<file path="src/rtl/fpts_pkg.sv">
// Shared types and codes for the frequency/phase tick scheduler.
package fpts_pkg;

    // Input item kinds.
    localparam logic [1:0] KIND_ADD    = 2'd0;
    localparam logic [1:0] KIND_REMOVE = 2'd1;
    localparam logic [1:0] KIND_TICK   = 2'd2;
    localparam logic [1:0] KIND_UNUSED = 2'd3;

    // Result kinds.
    localparam logic [1:0] RES_ADDED   = 2'd0;
    localparam logic [1:0] RES_FULL    = 2'd1;
    localparam logic [1:0] RES_DUE     = 2'd2;

    // Most results a single tick may report.
    localparam int unsigned RESULT_LIMIT = 16;

    // Command passed from the front end to the back end.
    typedef struct packed {
        logic [1:0]  kind;
        logic [15:0] period;
        logic [15:0] offset;
        logic [15:0] target_id;
    } t_cmd;

    // One result item.
    typedef struct packed {
        logic [1:0]  result_kind;
        logic [15:0] task_id;
        logic [31:0] tick_now;
        logic        last_of_run;
    } t_result;

endpackage

</file>
<file path="src/rtl/fpts_front.sv">
// Front end: accepts items, drops unused kinds and queues commands for the back end.
module fpts_front (
    input  logic           i_clk,
    input  logic           i_rst_n,
    input  logic           i_push,
    output logic           o_full,
    input  fpts_pkg::t_cmd i_cmd,
    output logic           o_valid,
    output fpts_pkg::t_cmd o_cmd,
    input  logic           i_take
);
    import fpts_pkg::*;

    localparam int unsigned DEPTH = 4;

    t_cmd       r_mem [DEPTH];
    logic [1:0] r_wr;
    logic [1:0] r_rd;
    logic [2:0] r_cnt;
    logic       w_wr_en;
    logic       w_rd_en;

    // A transfer of an unused kind is consumed without being queued.
    assign o_full  = (r_cnt == 3'(DEPTH));
    assign w_wr_en = i_push && !o_full && (i_cmd.kind != KIND_UNUSED);
    assign o_valid = (r_cnt != 3'd0);
    assign w_rd_en = o_valid && i_take;
    assign o_cmd   = r_mem[r_rd];

    // Command storage.
    always_ff @(posedge i_clk) begin
        if (w_wr_en) begin
            r_mem[r_wr] <= i_cmd;
        end
    end

    // Queue pointers.
    always_ff @(posedge i_clk) begin
        if (!i_rst_n) begin
            r_wr  <= '0;
            r_rd  <= '0;
            r_cnt <= '0;
        end else begin
            if (w_wr_en) r_wr <= r_wr + 2'd1;
            if (w_rd_en) r_rd <= r_rd + 2'd1;
            r_cnt <= r_cnt + 3'(w_wr_en) - 3'(w_rd_en);
        end
    end

endmodule

</file>
<file path="src/rtl/fpts_mod.sv">
// Iterative 33-bit by 16-bit remainder unit, one quotient bit per cycle.
module fpts_mod (
    input  logic        i_clk,
    input  logic        i_rst_n,
    input  logic        i_start,
    input  logic [32:0] i_dividend,
    input  logic [15:0] i_divisor,
    output logic        o_done,
    output logic        o_zero
);
    logic [32:0] r_num;
    logic [16:0] r_rem;
    logic [15:0] r_div;
    logic [5:0]  r_cnt;
    logic        r_busy;
    logic [16:0] w_sh;
    logic [16:0] w_sub;

    assign w_sh  = {r_rem[15:0], r_num[32]};
    assign w_sub = w_sh - {1'b0, r_div};

    // Restoring division; the remainder stays below the divisor.
    always_ff @(posedge i_clk) begin
        if (!i_rst_n) begin
            r_busy <= 1'b0;
            o_done <= 1'b0;
            r_cnt  <= '0;
        end else begin
            o_done <= 1'b0;
            if (i_start) begin
                r_busy <= 1'b1;
                r_num  <= i_dividend;
                r_div  <= i_divisor;
                r_rem  <= '0;
                r_cnt  <= 6'd33;
            end else if (r_busy) begin
                r_num <= {r_num[31:0], 1'b0};
                r_rem <= w_sub[16] ? w_sh : w_sub;
                r_cnt <= r_cnt - 6'd1;
                if (r_cnt == 6'd1) begin
                    r_busy <= 1'b0;
                    o_done <= 1'b1;
                end
            end
        end
    end

    assign o_zero = (r_rem == 17'd0);

endmodule

</file>
<file path="src/rtl/fpts_back.sv">
// Back end: keeps the task table and carries out add, remove and tick commands.
module fpts_back #(
    parameter int unsigned MAX_ENTRIES = 16
) (
    input  logic                i_clk,
    input  logic                i_rst_n,
    input  logic                i_valid,
    input  fpts_pkg::t_cmd      i_cmd,
    output logic                o_take,
    output logic                o_res_valid,
    output fpts_pkg::t_result   o_res,
    input  logic                i_res_take
);
    import fpts_pkg::*;

    localparam int unsigned IW = (MAX_ENTRIES > 1) ? $clog2(MAX_ENTRIES) : 1;
    localparam int unsigned CW = $clog2(MAX_ENTRIES + 1);

    typedef enum logic [5:0] {
        ST_IDLE  = 6'b000001,
        ST_MOVE  = 6'b000010,
        ST_CHECK = 6'b000100,
        ST_WAIT  = 6'b001000,
        ST_EMIT  = 6'b010000,
        ST_DONE  = 6'b100000
    } t_state;

    logic [15:0] r_period [MAX_ENTRIES];
    logic [15:0] r_offset [MAX_ENTRIES];
    logic [15:0] r_ident  [MAX_ENTRIES];

    t_state      r_state;
    logic [CW-1:0] r_count;
    logic [15:0] r_next_id;
    logic [31:0] r_tick;
    logic [CW-1:0] r_idx;
    logic [CW-1:0] r_kept;
    logic [15:0] r_target;
    logic [4:0]  r_nres;
    logic        r_start;
    logic        r_hit;
    logic [15:0] r_hit_id;
    logic [1:0]  r_add_kind;
    logic        r_out_v;
    t_result     r_out;

    logic        w_mdone;
    logic        w_mzero;
    logic [IW-1:0] w_i;
    logic [IW-1:0] w_k;
    logic [IW-1:0] w_c;

    assign w_i = r_idx[IW-1:0];
    assign w_k = r_kept[IW-1:0];
    assign w_c = r_count[IW-1:0];

    fpts_mod u_mod (
        .i_clk      (i_clk),
        .i_rst_n    (i_rst_n),
        .i_start    (r_start),
        .i_dividend ({1'b0, r_tick} + {17'd0, r_offset[w_i]}),
        .i_divisor  (r_period[w_i]),
        .o_done     (w_mdone),
        .o_zero     (w_mzero)
    );

    assign o_take      = (r_state == ST_IDLE) && i_valid;
    assign o_res_valid = r_out_v;
    assign o_res       = r_out;

    // Table storage writes.
    always_ff @(posedge i_clk) begin
        if (o_take && i_cmd.kind == KIND_ADD && r_count < CW'(MAX_ENTRIES)) begin
            r_period[w_c] <= i_cmd.period;
            r_offset[w_c] <= i_cmd.offset;
            r_ident[w_c]  <= r_next_id;
        end else if (r_state == ST_MOVE && r_idx < r_count && r_ident[w_i] != r_target) begin
            r_period[w_k] <= r_period[w_i];
            r_offset[w_k] <= r_offset[w_i];
            r_ident[w_k]  <= r_ident[w_i];
        end
    end

    // Sequencer.
    always_ff @(posedge i_clk) begin
        if (!i_rst_n) begin
            r_state   <= ST_IDLE;
            r_count   <= '0;
            r_next_id <= '0;
            r_tick    <= '0;
            r_out_v   <= 1'b0;
            r_start   <= 1'b0;
            r_idx     <= '0;
            r_kept    <= '0;
            r_nres    <= '0;
            r_hit     <= 1'b0;
        end else begin
            r_start <= 1'b0;
            if (r_out_v && i_res_take) r_out_v <= 1'b0;
            unique case (r_state)
                ST_IDLE: begin
                    if (o_take) begin
                        r_idx    <= '0;
                        r_kept   <= '0;
                        r_nres   <= '0;
                        r_hit    <= 1'b0;
                        r_target <= i_cmd.target_id;
                        priority if (i_cmd.kind == KIND_ADD) begin
                            // Keep the add result aside until the output register is free.
                            if (r_count < CW'(MAX_ENTRIES)) begin
                                r_add_kind <= RES_ADDED;
                                r_hit_id   <= r_next_id;
                                r_count    <= r_count + CW'(1);
                                r_next_id  <= r_next_id + 16'd1;
                            end else begin
                                r_add_kind <= RES_FULL;
                                r_hit_id   <= '0;
                            end
                            r_state <= ST_EMIT;
                        end else if (i_cmd.kind == KIND_REMOVE) begin
                            r_state <= ST_MOVE;
                        end else begin
                            r_tick  <= r_tick + 32'd1;
                            r_state <= ST_CHECK;
                        end
                    end
                end
                ST_MOVE: begin
                    if (r_idx < r_count) begin
                        if (r_ident[w_i] != r_target) r_kept <= r_kept + CW'(1);
                        r_idx <= r_idx + CW'(1);
                    end else begin
                        r_count <= r_kept;
                        r_state <= ST_IDLE;
                    end
                end
                ST_CHECK: begin
                    // Visit the next entry, or flush the held due entry at the end.
                    if (r_idx < r_count && r_nres < 5'(RESULT_LIMIT)) begin
                        if (r_period[w_i] != 16'd0 && {16'd0, r_period[w_i]} <= r_tick) begin
                            r_start <= 1'b1;
                            r_state <= ST_WAIT;
                        end else begin
                            r_idx <= r_idx + CW'(1);
                        end
                    end else if (r_hit) begin
                        if (!r_out_v || i_res_take) begin
                            r_out_v <= 1'b1;
                            r_out   <= '{RES_DUE, r_hit_id, r_tick, 1'b1};
                            r_hit   <= 1'b0;
                            r_state <= ST_IDLE;
                        end
                    end else begin
                        r_state <= ST_IDLE;
                    end
                end
                ST_WAIT: begin
                    if (w_mdone) begin
                        if (w_mzero) begin
                            r_state <= ST_DONE;
                        end else begin
                            r_idx   <= r_idx + CW'(1);
                            r_state <= ST_CHECK;
                        end
                    end
                end
                ST_DONE: begin
                    // A new due entry: the one held before it is not the last.
                    if (!r_hit || !r_out_v || i_res_take) begin
                        if (r_hit) begin
                            r_out_v <= 1'b1;
                            r_out   <= '{RES_DUE, r_hit_id, r_tick, 1'b0};
                        end
                        r_hit    <= 1'b1;
                        r_hit_id <= r_ident[w_i];
                        r_nres   <= r_nres + 5'd1;
                        r_idx    <= r_idx + CW'(1);
                        r_state  <= ST_CHECK;
                    end
                end
                ST_EMIT: begin
                    if (!r_out_v || i_res_take) begin
                        r_out_v <= 1'b1;
                        r_out   <= '{r_add_kind, r_hit_id, r_tick, 1'b1};
                        r_state <= ST_IDLE;
                    end
                end
                default: r_state <= ST_IDLE;
            endcase
        end
    end

endmodule

</file>
<file path="src/rtl/frequency_phase_tick_scheduler_unit.sv">
// Top level of the frequency/phase tick scheduler.
//
// Input channel: an item transfers when i_push is high and o_full is low.
// Kind add stores a task and gives one result with its id (or a full-table
// refusal); kind remove deletes all tasks with the id and gives no result;
// kind tick advances the tick count and reports each due task in table order.
// Result channel: while o_empty is low the oldest result is on the o_ ports,
// and it transfers when i_pop is high.
// A four-entry command queue separates the front end from the table engine.
// An add gives its result through the output register, a remove walks the
// whole table, and a tick walks the table and runs the bit-serial 33-bit
// remainder unit for each entry whose period allows a check.
// Reset clears the table count, the id counter and the tick count; no
// clearing pass is needed. When the receiver stalls, the engine holds its
// result and at most one more, then the command queue fills and o_full rises.
module frequency_phase_tick_scheduler_unit #(
    parameter int unsigned MAX_ENTRIES = 16
) (
    input  logic        i_clk,
    input  logic        i_rst_n,
    input  logic        i_push,
    output logic        o_full,
    input  logic [1:0]  i_kind,
    input  logic [15:0] i_period,
    input  logic [15:0] i_offset,
    input  logic [15:0] i_target_id,
    output logic        o_empty,
    input  logic        i_pop,
    output logic [1:0]  o_result_kind,
    output logic [15:0] o_task_id,
    output logic [31:0] o_tick_now,
    output logic        o_last_of_run
);
    import fpts_pkg::*;

    t_cmd    w_cmd_in;
    t_cmd    w_cmd;
    logic    w_cmd_valid;
    logic    w_take;
    logic    w_res_valid;
    t_result w_res;

    assign w_cmd_in = '{i_kind, i_period, i_offset, i_target_id};

    fpts_front u_front (
        .i_clk   (i_clk),
        .i_rst_n (i_rst_n),
        .i_push  (i_push),
        .o_full  (o_full),
        .i_cmd   (w_cmd_in),
        .o_valid (w_cmd_valid),
        .o_cmd   (w_cmd),
        .i_take  (w_take)
    );

    fpts_back #(.MAX_ENTRIES(MAX_ENTRIES)) u_back (
        .i_clk       (i_clk),
        .i_rst_n     (i_rst_n),
        .i_valid     (w_cmd_valid),
        .i_cmd       (w_cmd),
        .o_take      (w_take),
        .o_res_valid (w_res_valid),
        .o_res       (w_res),
        .i_res_take  (i_pop)
    );

    assign o_empty       = !w_res_valid;
    assign o_result_kind = w_res.result_kind;
    assign o_task_id     = w_res.task_id;
    assign o_tick_now    = w_res.tick_now;
    assign o_last_of_run = w_res.last_of_run;

    // The engine only takes commands the queue holds.
    a_take_valid: assert property (@(posedge i_clk) disable iff (!i_rst_n)
        w_take |-> w_cmd_valid) else $error("command taken from empty queue");

    // A stalled result holds its value.
    a_res_hold: assert property (@(posedge i_clk) disable iff (!i_rst_n)
        (!o_empty && !i_pop) |=> (!o_empty && $stable(w_res)))
        else $error("waiting result changed");

    // Add results always close their run.
    a_add_last: assert property (@(posedge i_clk) disable iff (!i_rst_n)
        (!o_empty && o_result_kind != RES_DUE) |-> o_last_of_run)
        else $error("add result not marked last");

endmodule

</file>
<file path="config.mk">
export PLATFORM = sky130hd
export DESIGN_NAME = frequency_phase_tick_scheduler_unit
export DESIGN_NICKNAME = d
export VERILOG_FILES = /design/src/rtl/fpts_pkg.sv /design/src/rtl/fpts_front.sv /design/src/rtl/fpts_mod.sv /design/src/rtl/fpts_back.sv /design/src/rtl/frequency_phase_tick_scheduler_unit.sv
export SDC_FILE = /design/constraint.sdc
export NUM_CORES = 1
export LEC_CHECK = 0
export ABC_AREA = 1
export CAP_MARGIN = 5
export CORE_UTILIZATION = 45
export DETAILED_ROUTE_END_ITERATION = 6
export DONT_BUFFER_PORTS = 1
export GPL_ROUTABILITY_DRIVEN = 1
export SKIP_CTS_REPAIR_TIMING = 1
export SLEW_MARGIN = 10
export SYNTH_ARGS = -nofsm -noshare
export SYNTH_HDL_FRONTEND = slang
export SYNTH_SLANG_ARGS = --single-unit
export TNS_END_PERCENT = 10
</file>
<file path="constraint.sdc">
create_clock -name i_clk -period 16.12 [get_ports i_clk]
set_input_delay 2.418 -clock i_clk [delete_from_list [all_inputs] [get_ports i_clk]]
set_output_delay 2.418 -clock i_clk [all_outputs]
set_load 0.02 [all_outputs]
</file>
==> metrics.txt, run 1 <==
Clk network pwr share=31.8%; status=finished clean; Post-synth top cells=edfxtp_1 (1118), nand2_1 (728), nor2_1 (605), o21ai_0 (464), inv_1 (290); pre-CTS setup slack=9.773 ns; initial antenna violation count=2; total wire length=133.3 mm; Synthesis Warnings=0; Worst Path Required=16.46 ns; largest net degree at the start of global routing=226; Min-Delay Path Class=flop to flop; Netlist Area Pre-Place=0.05144 sq mm; Distinct cells, synth=53; share of layout cells above drive strength 1=6.479%; Die ar.=0.1157 sq mm; final period utilization=39.08%; Num Clock Sinks=1216; cell taking the most area after synthesis=edfxtp_1; vias per inst=5.597; drt first pass iters=6; internal power=5.836 mW; Mapped Cells=4512; Net Sw Frac=31.39%; power share of the sequential group=46.7%; Psw=2.670 mW; total track usage=22.79%; r2r worst-path depth=18; Die W=340.1 um; Max Cap Viol=0; first-pass GRT wire length=200.5 mm; Synth Net Count=4635; clock buffer depth=3; Detailed Route Iter0 Violations=3463; Max Transition Viols Final=0; RSZ-0062 raised after global routing=false; leakage=19.69 nW; Post-synth EDFFs=1118; worst setup margin=9.820 ns; clock tree from TritonCTS=built; Starting Density=45.54%; gr ovfl total=0; Ports=107; post-route ant nets=0; clock skew=0.02657 ns; Slew HR=21.58%; Clock transition at path regs=0.06 ns; clk_lat worst skew=0.72 ns; top-count cell post-synth=edfxtp_1; placement row count=123; CP Data Arrival Time=6.64 ns; Tmin final=6.300 ns; vias in the first global route=31.80k; register bit total from synthesis=1216; Fin. Hold Viols=0; most frequently used flop master after synthesis=edfxtp_1; DRC viols=0; RePlAce Congestion=0.8613; hpwl dp=74.04 mm; WS Path Type=flop to flop; Worst setup EP type=flop; worst hold path depth=0; Max Clock Freq=0.1587 GHz; drt wl/cell=22.02 um; core area=0.1130 sq mm; via count=33.88k; n_diodes=0; Vert. Die Dim=340.1 um; Area Overhead vs Synth=10.20%; Critical Path Source Type=flop; total CTS buffers=120; input/output buffers=0; setup tns final=0 ns; sequential element share of the synthesized area=69.08%; synth top area cells=edfxtp_1 (65%), nand2_1 (5.3%), o21ai_0 (4.5%); Setup-failing EPs final=0; slew at the pin closest to its max-slew limit=1.171 ns; nets=4578; Peak VDD IR=0.1385 mV; post-synth top area share=65.27%; Root Driver=clkbuf_16; combinational power share=21.5%; Pwr Density=150.1 mW/mm^2; async set-or-reset flop fraction in the synthesized netlist=0%; synthesized area per cell=11.40 sq um; H-tree levels=3; register-to-register setup slack=9.82 ns; CP max FO=184
-- stage by stage --
stage          util, %  hold WS (ns)  cells  power [mW]  area (sq um)
2_1_floorplan        -        0.4003   4512       5.229         51440
3_3_place_gp     46.81        0.4038   5833       5.832         52880
3_5_place_dp     46.81        0.4101   5833       5.853         52880
4_1_cts          50.14        0.4249   6053       8.539         56640
5_1_grt          50.18        0.4331   6053       8.885         56690
6_report         50.18        0.4243   6053       8.507         56690
-- state kept, by name (all words and copies together) (netlist names), 16 cells and up, named ones only --
signal	count
u_back.o_res	51
u_back.r_hit_id	16
u_back.r_ident	256
u_back.r_next_id	16
u_back.r_offset	256
u_back.r_period	256
u_back.r_target	16
u_back.r_tick	32
u_back.u_mod.r_div	16
u_back.u_mod.r_num	33
u_back.u_mod.r_rem	17
u_front.r_mem	200
-- layer usage --
metal  GRT usage (%)  wire [um]  up-vias
li1                -          -    15905
met1           33.61      60440    16655
met2           35.74      61070     1166
met3           3.122       8966      154
met4           5.512       2829        0
met5               0          0        -
-- critical path: stages, from the launching register on --
cell and delay (ns):
dfxtp_4 0.78, clkinv_8 0.66, buf_4 0.65, o21ai_0 0.28, nand3_1 0.10, nand3_1 0.14
nand2_1 0.11, nand2_1 0.07, nand2_1 0.05, nor2_1 0.09, nand2_1 0.11, nor2_1 0.19
nand2_2 0.16, nand2_4 0.46, nand2_1 0.10, o21ai_0 0.13, nand2_1 0.30, nor2_4 0.70
buf_4 0.64
-- placed cells by master (no fill, tap or decap), drive strengths merged, types with 8 or more instances in the layout --
| master | synthesis | layout |
|---|---|---|
| nand4 | 21 | 21 |
| clkinv | 3 | 54 |
| ha | 66 | 66 |
| o221ai | 45 | 45 |
| nor2 | 607 | 607 |
| xor2 | 42 | 42 |
| xnor2 | 18 | 18 |
| nand3 | 279 | 279 |
| o21ai | 494 | 494 |
| o211ai | 89 | 89 |
| buf | 98 | 59 |
| o22ai | 67 | 67 |
| nor3 | 52 | 52 |
| inv | 296 | 297 |
| dfxtp | 98 | 98 |
| nor4 | 15 | 15 |
| clkbuf | 140 | 158 |
| a31oi | 37 | 37 |
| o21a | 8 | 8 |
| edfxtp | 1118 | 1118 |
| a21oi | 137 | 137 |
| nand2 | 734 | 734 |
-- area by class of cell --
cell class / instances / area (sq um)
clock buffer: 158 / 3228
clock inverter: 62 / 533.0
fill: 9925 / 56280
inverter: 299 / 1144
multi-input combinational: 2759 / 13880
sequential: 1216 / 35550
tap: 1500 / 1877
timing repair buffer: 59 / 467.9
-- cell families (layout without fill, tap and decap cells) --
| logic type | count (synthesis) | after routing | synth area share [%] |
|---|---|---|---|
| adders and majority gates | 69 | 69 | 1.722 |
| AOI/OAI and AO/OA | 902 | 902 | 9.973 |
| buffers and inverters | 537 | 578 | 4.351 |
| DFF | 1216 | 1216 | 69.08 |
| and+or+nand+nor | 1728 | 1728 | 13.85 |
| xor gates and xnor gates | 60 | 60 | 1.022 |
-- power by group through the flow --
| stage | sequential [mW] | clock, mW | combinational, mW |
|---|---|---|---|
| global route | 3.99 | 2.86 | 2.04 |
| global placement | 4.04 | 0 | 1.79 |
| finish | 3.98 | 2.70 | 1.83 |
| CTS | 3.98 | 2.74 | 1.82 |
| floorplan | 3.98 | 0 | 1.25 |
| detailed placement | 4.04 | 0 | 1.81 |
-- final timing paths --
| kind | start | to |
|---|---|---|
| hold / removal | u_back.r_hit_id[14]$_DFFE_PP_ | u_back.o_res[47]$_DFFE_PP_ |
| hold reg to reg | u_back.r_hit_id[14]$_DFFE_PP_ | u_back.o_res[47]$_DFFE_PP_ |
| setup reg to reg | flop | u_back.r_offset[4][12]$_DFFE_PP_ |
| setup / recovery | flop | u_back.r_offset[4][12]$_DFFE_PP_ |
(Power assumes the default switching activity.)
==> inputs of run 2 (changes only) <==
--- a/config.mk
+++ b/config.mk
@@ -5,7 +5,7 @@
 export SDC_FILE = /design/constraint.sdc
 export NUM_CORES = 1
 export LEC_CHECK = 0
-export ABC_AREA = 1
+export ABC_AREA = 0
 export CAP_MARGIN = 5
 export CORE_UTILIZATION = 45
 export DETAILED_ROUTE_END_ITERATION = 6
==> constraint.sdc (replaced) <==
create_clock -name i_clk -period 5.5 [get_ports i_clk]
set_input_delay 0.825 -clock i_clk [delete_from_list [all_inputs] [get_ports i_clk]]
set_output_delay 0.825 -clock i_clk [all_outputs]
set_load 0.02 [all_outputs]
==> run 2 against run 1 <==
Against the previous run: final cell count fell by 26%; clock-buffer cell count decreased by 2; final area shrank 0.53%; register-to-register slack lost 9.4 ns; maximum frequency is 24% higher; sequential share of layout area up 0.34 points; via count decreased by 22%; setup slack got worse by 9.4 ns; sequential cell count is the same; critical path depth shrank 4.
==> metrics.txt, run 2 <==
status=finished clean; Detailed Route Iter0 Violations=2299 (-34%); dpl cells=4247 (-27%); first-pass GRT wire length=176.1 mm (-12%); Netlist Area Pre-Place=0.04982 sq mm (-3.2%); Critical Path Source Type=flop; Tmin final=5.100 ns (-1.200 ns); CP top delay family=compound AO/OA/AOI/OAI gates; synth top area cells=edfxtp_1 (67%), mux4_2 (11%), dfxtp_1 (3.9%); Crit-path slowest cell=o21ai_0; post-synth top area share=67.39% (+2.1 points); Synth Net Count=2925 (-37%); Max Used Layer=met4; total CTS buffers=121 (+0.83%); RSZ-0062 raised after global routing=false; clock tree from TritonCTS=built; post-route ant nets=0 (unchanged); Post-synth top cells=edfxtp_1 (1118), mux4_2 (252), nor2_1 (163), nand2_1 (144), dfxtp_1 (98); register bit total from synthesis=1216 (unchanged); Max Transition Viols Final=0 (unchanged); crit-path max cell delay=0.60 ns (-0.18 ns); met3 wire length=7.059 mm (-21%); async set-or-reset flop fraction in the synthesized netlist=0% (unchanged); Synthesis Warnings=0 (unchanged); Min-Delay Path Class=primary input to flop; number of buffer and inverter stages on the critical path=2 (-1); drt first pass iters=7 (+1); sequential element share of the synthesized area=71.33% (+2.3 points); Mapped Cells=2802 (-38%); internal power=17.55 mW (+200%); hpwl dp=72.29 mm (-2.4%); most common cell after layout, fill and taps aside=edfxtp_1; Vert. Die Dim=334.7 um (-1.6%); Psw=6.284 mW (+140%); clk_lat worst skew=0.73 ns (about the same); synthesized area per cell=17.78 sq um (+56%); slew at the pin closest to its max-slew limit=1.220 ns (+0.04952 ns); share of layout cells above drive strength 1=20.15% (+14 points); Setup-failing EPs final=0 (unchanged); Fin. Hold Viols=0 (unchanged); clock buffer depth=3 (unchanged); Max Clock Freq=0.1961 GHz (+24%); CP max FO=39 (-79%); Max Cap Viol=0 (unchanged); cell taking the most area after synthesis=edfxtp_1; Slew HR=17.89% (-3.7 points); critical-path cell list=buf_12, buf_4, mux4_2, mux4_2, ha_1, o21ai_0, nand2b_1, o311a_1, o21ai_0, o2111ai_1, nand4_1, nor2_1, xnor2_1, a21oi_1; Layout Cells excl Fill=4475 (-26%); placement row count=121 (-1.6%); drt wl/cell=26.52 um (+20%); Worst Path Required=5.91 ns (-10.55 ns); final period utilization=92.72% (+54 points); Die W=334.7 um (-1.6%); initial antenna violation count=6 (+4); Post-synth EDFFs=1118 (unchanged); H-tree levels=3 (unchanged); Levels on crit path=14 (-4); CP Data Arrival Time=5.51 ns (-1.13 ns); total wire length=118.7 mm (-11%); clock skew=0.04059 ns (+0.01403 ns); Top Registers=u_back.r_ident x256, u_back.r_offset x256, u_back.r_period x256; worst hold path depth=1 (+1); Met2 Routed Length=58.16 mm (-4.8%); combinational power share=17.5% (-4.0 points); DRC viols=0 (unchanged); WL met1=50.70 mm (-16%); Clk network pwr share=35.4% (+3.6 points); gr ovfl total=0 (unchanged); vias per inst=5.871 (+4.9%); r2r worst-path depth=14 (-4); Die ar.=0.1120 sq mm (-3.1%); setup tns final=0 ns (unchanged); Clock transition at path regs=0.07 ns (about the same); leakage=17.98 nW (-8.7%); Net Sw Frac=26.37% (-5.0 points); power share of the sequential group=47.2% (+0.5 points); Num Clock Sinks=1216 (unchanged); Ports=107 (unchanged); Root Driver=clkbuf_16; largest net degree at the start of global routing=76 (-66%); WS Path Type=flop to flop; nets=3017 (-34%); Pwr Density=422.6 mW/mm^2 (+180%); Distinct cells, synth=85 (+60%); top-count cell post-synth=edfxtp_1; RePlAce Congestion=0.8419 (-2.3%); via count=26.27k (-22%); Area Overhead vs Synth=13.19%; Worst setup EP type=flop; most frequent cells in the layout=edfxtp_1 (1118), mux4_2 (252), nor2_1 (162); core area=0.1093 sq mm (-3.2%); input/output buffers=0 (unchanged); most frequently used flop master after synthesis=edfxtp_1; vias in the first global route=26.65k (-16%); total track usage=21.37% (-1.4 points); Peak VDD IR=0.3784 mV (+170%); Starting Density=45.57% (about the same)
-- run 2: power groups by stage --
stage / Clock (mW) / Sequential (mW) / Combinational (mW)
final: 8.43 / 11.2 / 4.16
after global routing: 8.91 / 11.3 / 4.53
after CTS: 8.57 / 11.2 / 4.22
after detailed placement: 0 / 11.4 / 4.20
after global placement: 0 / 11.4 / 4.10
after floorplan: 0 / 11.3 / 2.94
-- run 2: through the flow --
stage / setup WS [ns] / power, mW / hold WS, ns / util (%) / cell area (sq um)
after floorplan: -1.123 / 14.25 / 0.4003 / - / 49850
after global placement: 0.5119 / 15.52 / 0.4079 / 47.85 / 52300
after detailed placement: 0.4561 / 15.64 / 0.4045 / 47.85 / 52300
after CTS: 0.3748 / 24.04 / 0.1309 / 51.58 / 56380
after global routing: 0.1340 / 24.71 / 0.1600 / 51.58 / 56380
final: 0.4002 / 23.83 / 0.1851 / 51.58 / 56390
-- run 2: logic make-up after synthesis --
kind of cell | after synthesis | synth area share [%]
AO/OA/AOI/OAI | 302 | 3.903
flip-flops | 1216 | 71.33
XOR/XNOR | 102 | 1.793
AND/OR/NAND/NOR | 561 | 5.490
buffers and inverters | 191 | 1.969
multiplexers | 361 | 13.74
adder cells (fa/ha/maj) | 69 | 1.778
-- run 2: final timing paths --
kind	startpoint	to	slack, ns
worst min-delay path	i_rst_n	u_back.r_state[0]$_SDFFE_PN1P_	0.19
worst min register to register	u_back.r_hit_id[13]$_DFFE_PP_	u_back.o_res[46]$_DFFE_PP_	0.42
worst max register to register	flop	u_back.u_mod.r_num[29]$_DFFE_PP_	0.40
worst max-delay path	flop	u_back.u_mod.r_num[29]$_DFFE_PP_	0.40
-- run 2: metal layers --
layer,GRT usage [%],up-vias
met5,0,-
met4,6.121,0
met3,2.978,184
met2,35.40,901
met1,29.57,13803
li1,-,11386
-- run 2: area by class of cell --
| class | count | area, sq um |
|---|---|---|
| Fill cell | 8690 | 52920 |
| Multi-Input combinational cell | 1395 | 13610 |
| Clock inverter | 71 | 853.3 |
| Antenna cell | 1 | 2.502 |
| Timing Repair Buffer | 93 | 1036 |
| Sequential cell | 1216 | 35560 |
| Inverter | 67 | 256.5 |
| Clock buffer | 156 | 3229 |
| Tap cell | 1476 | 1847 |
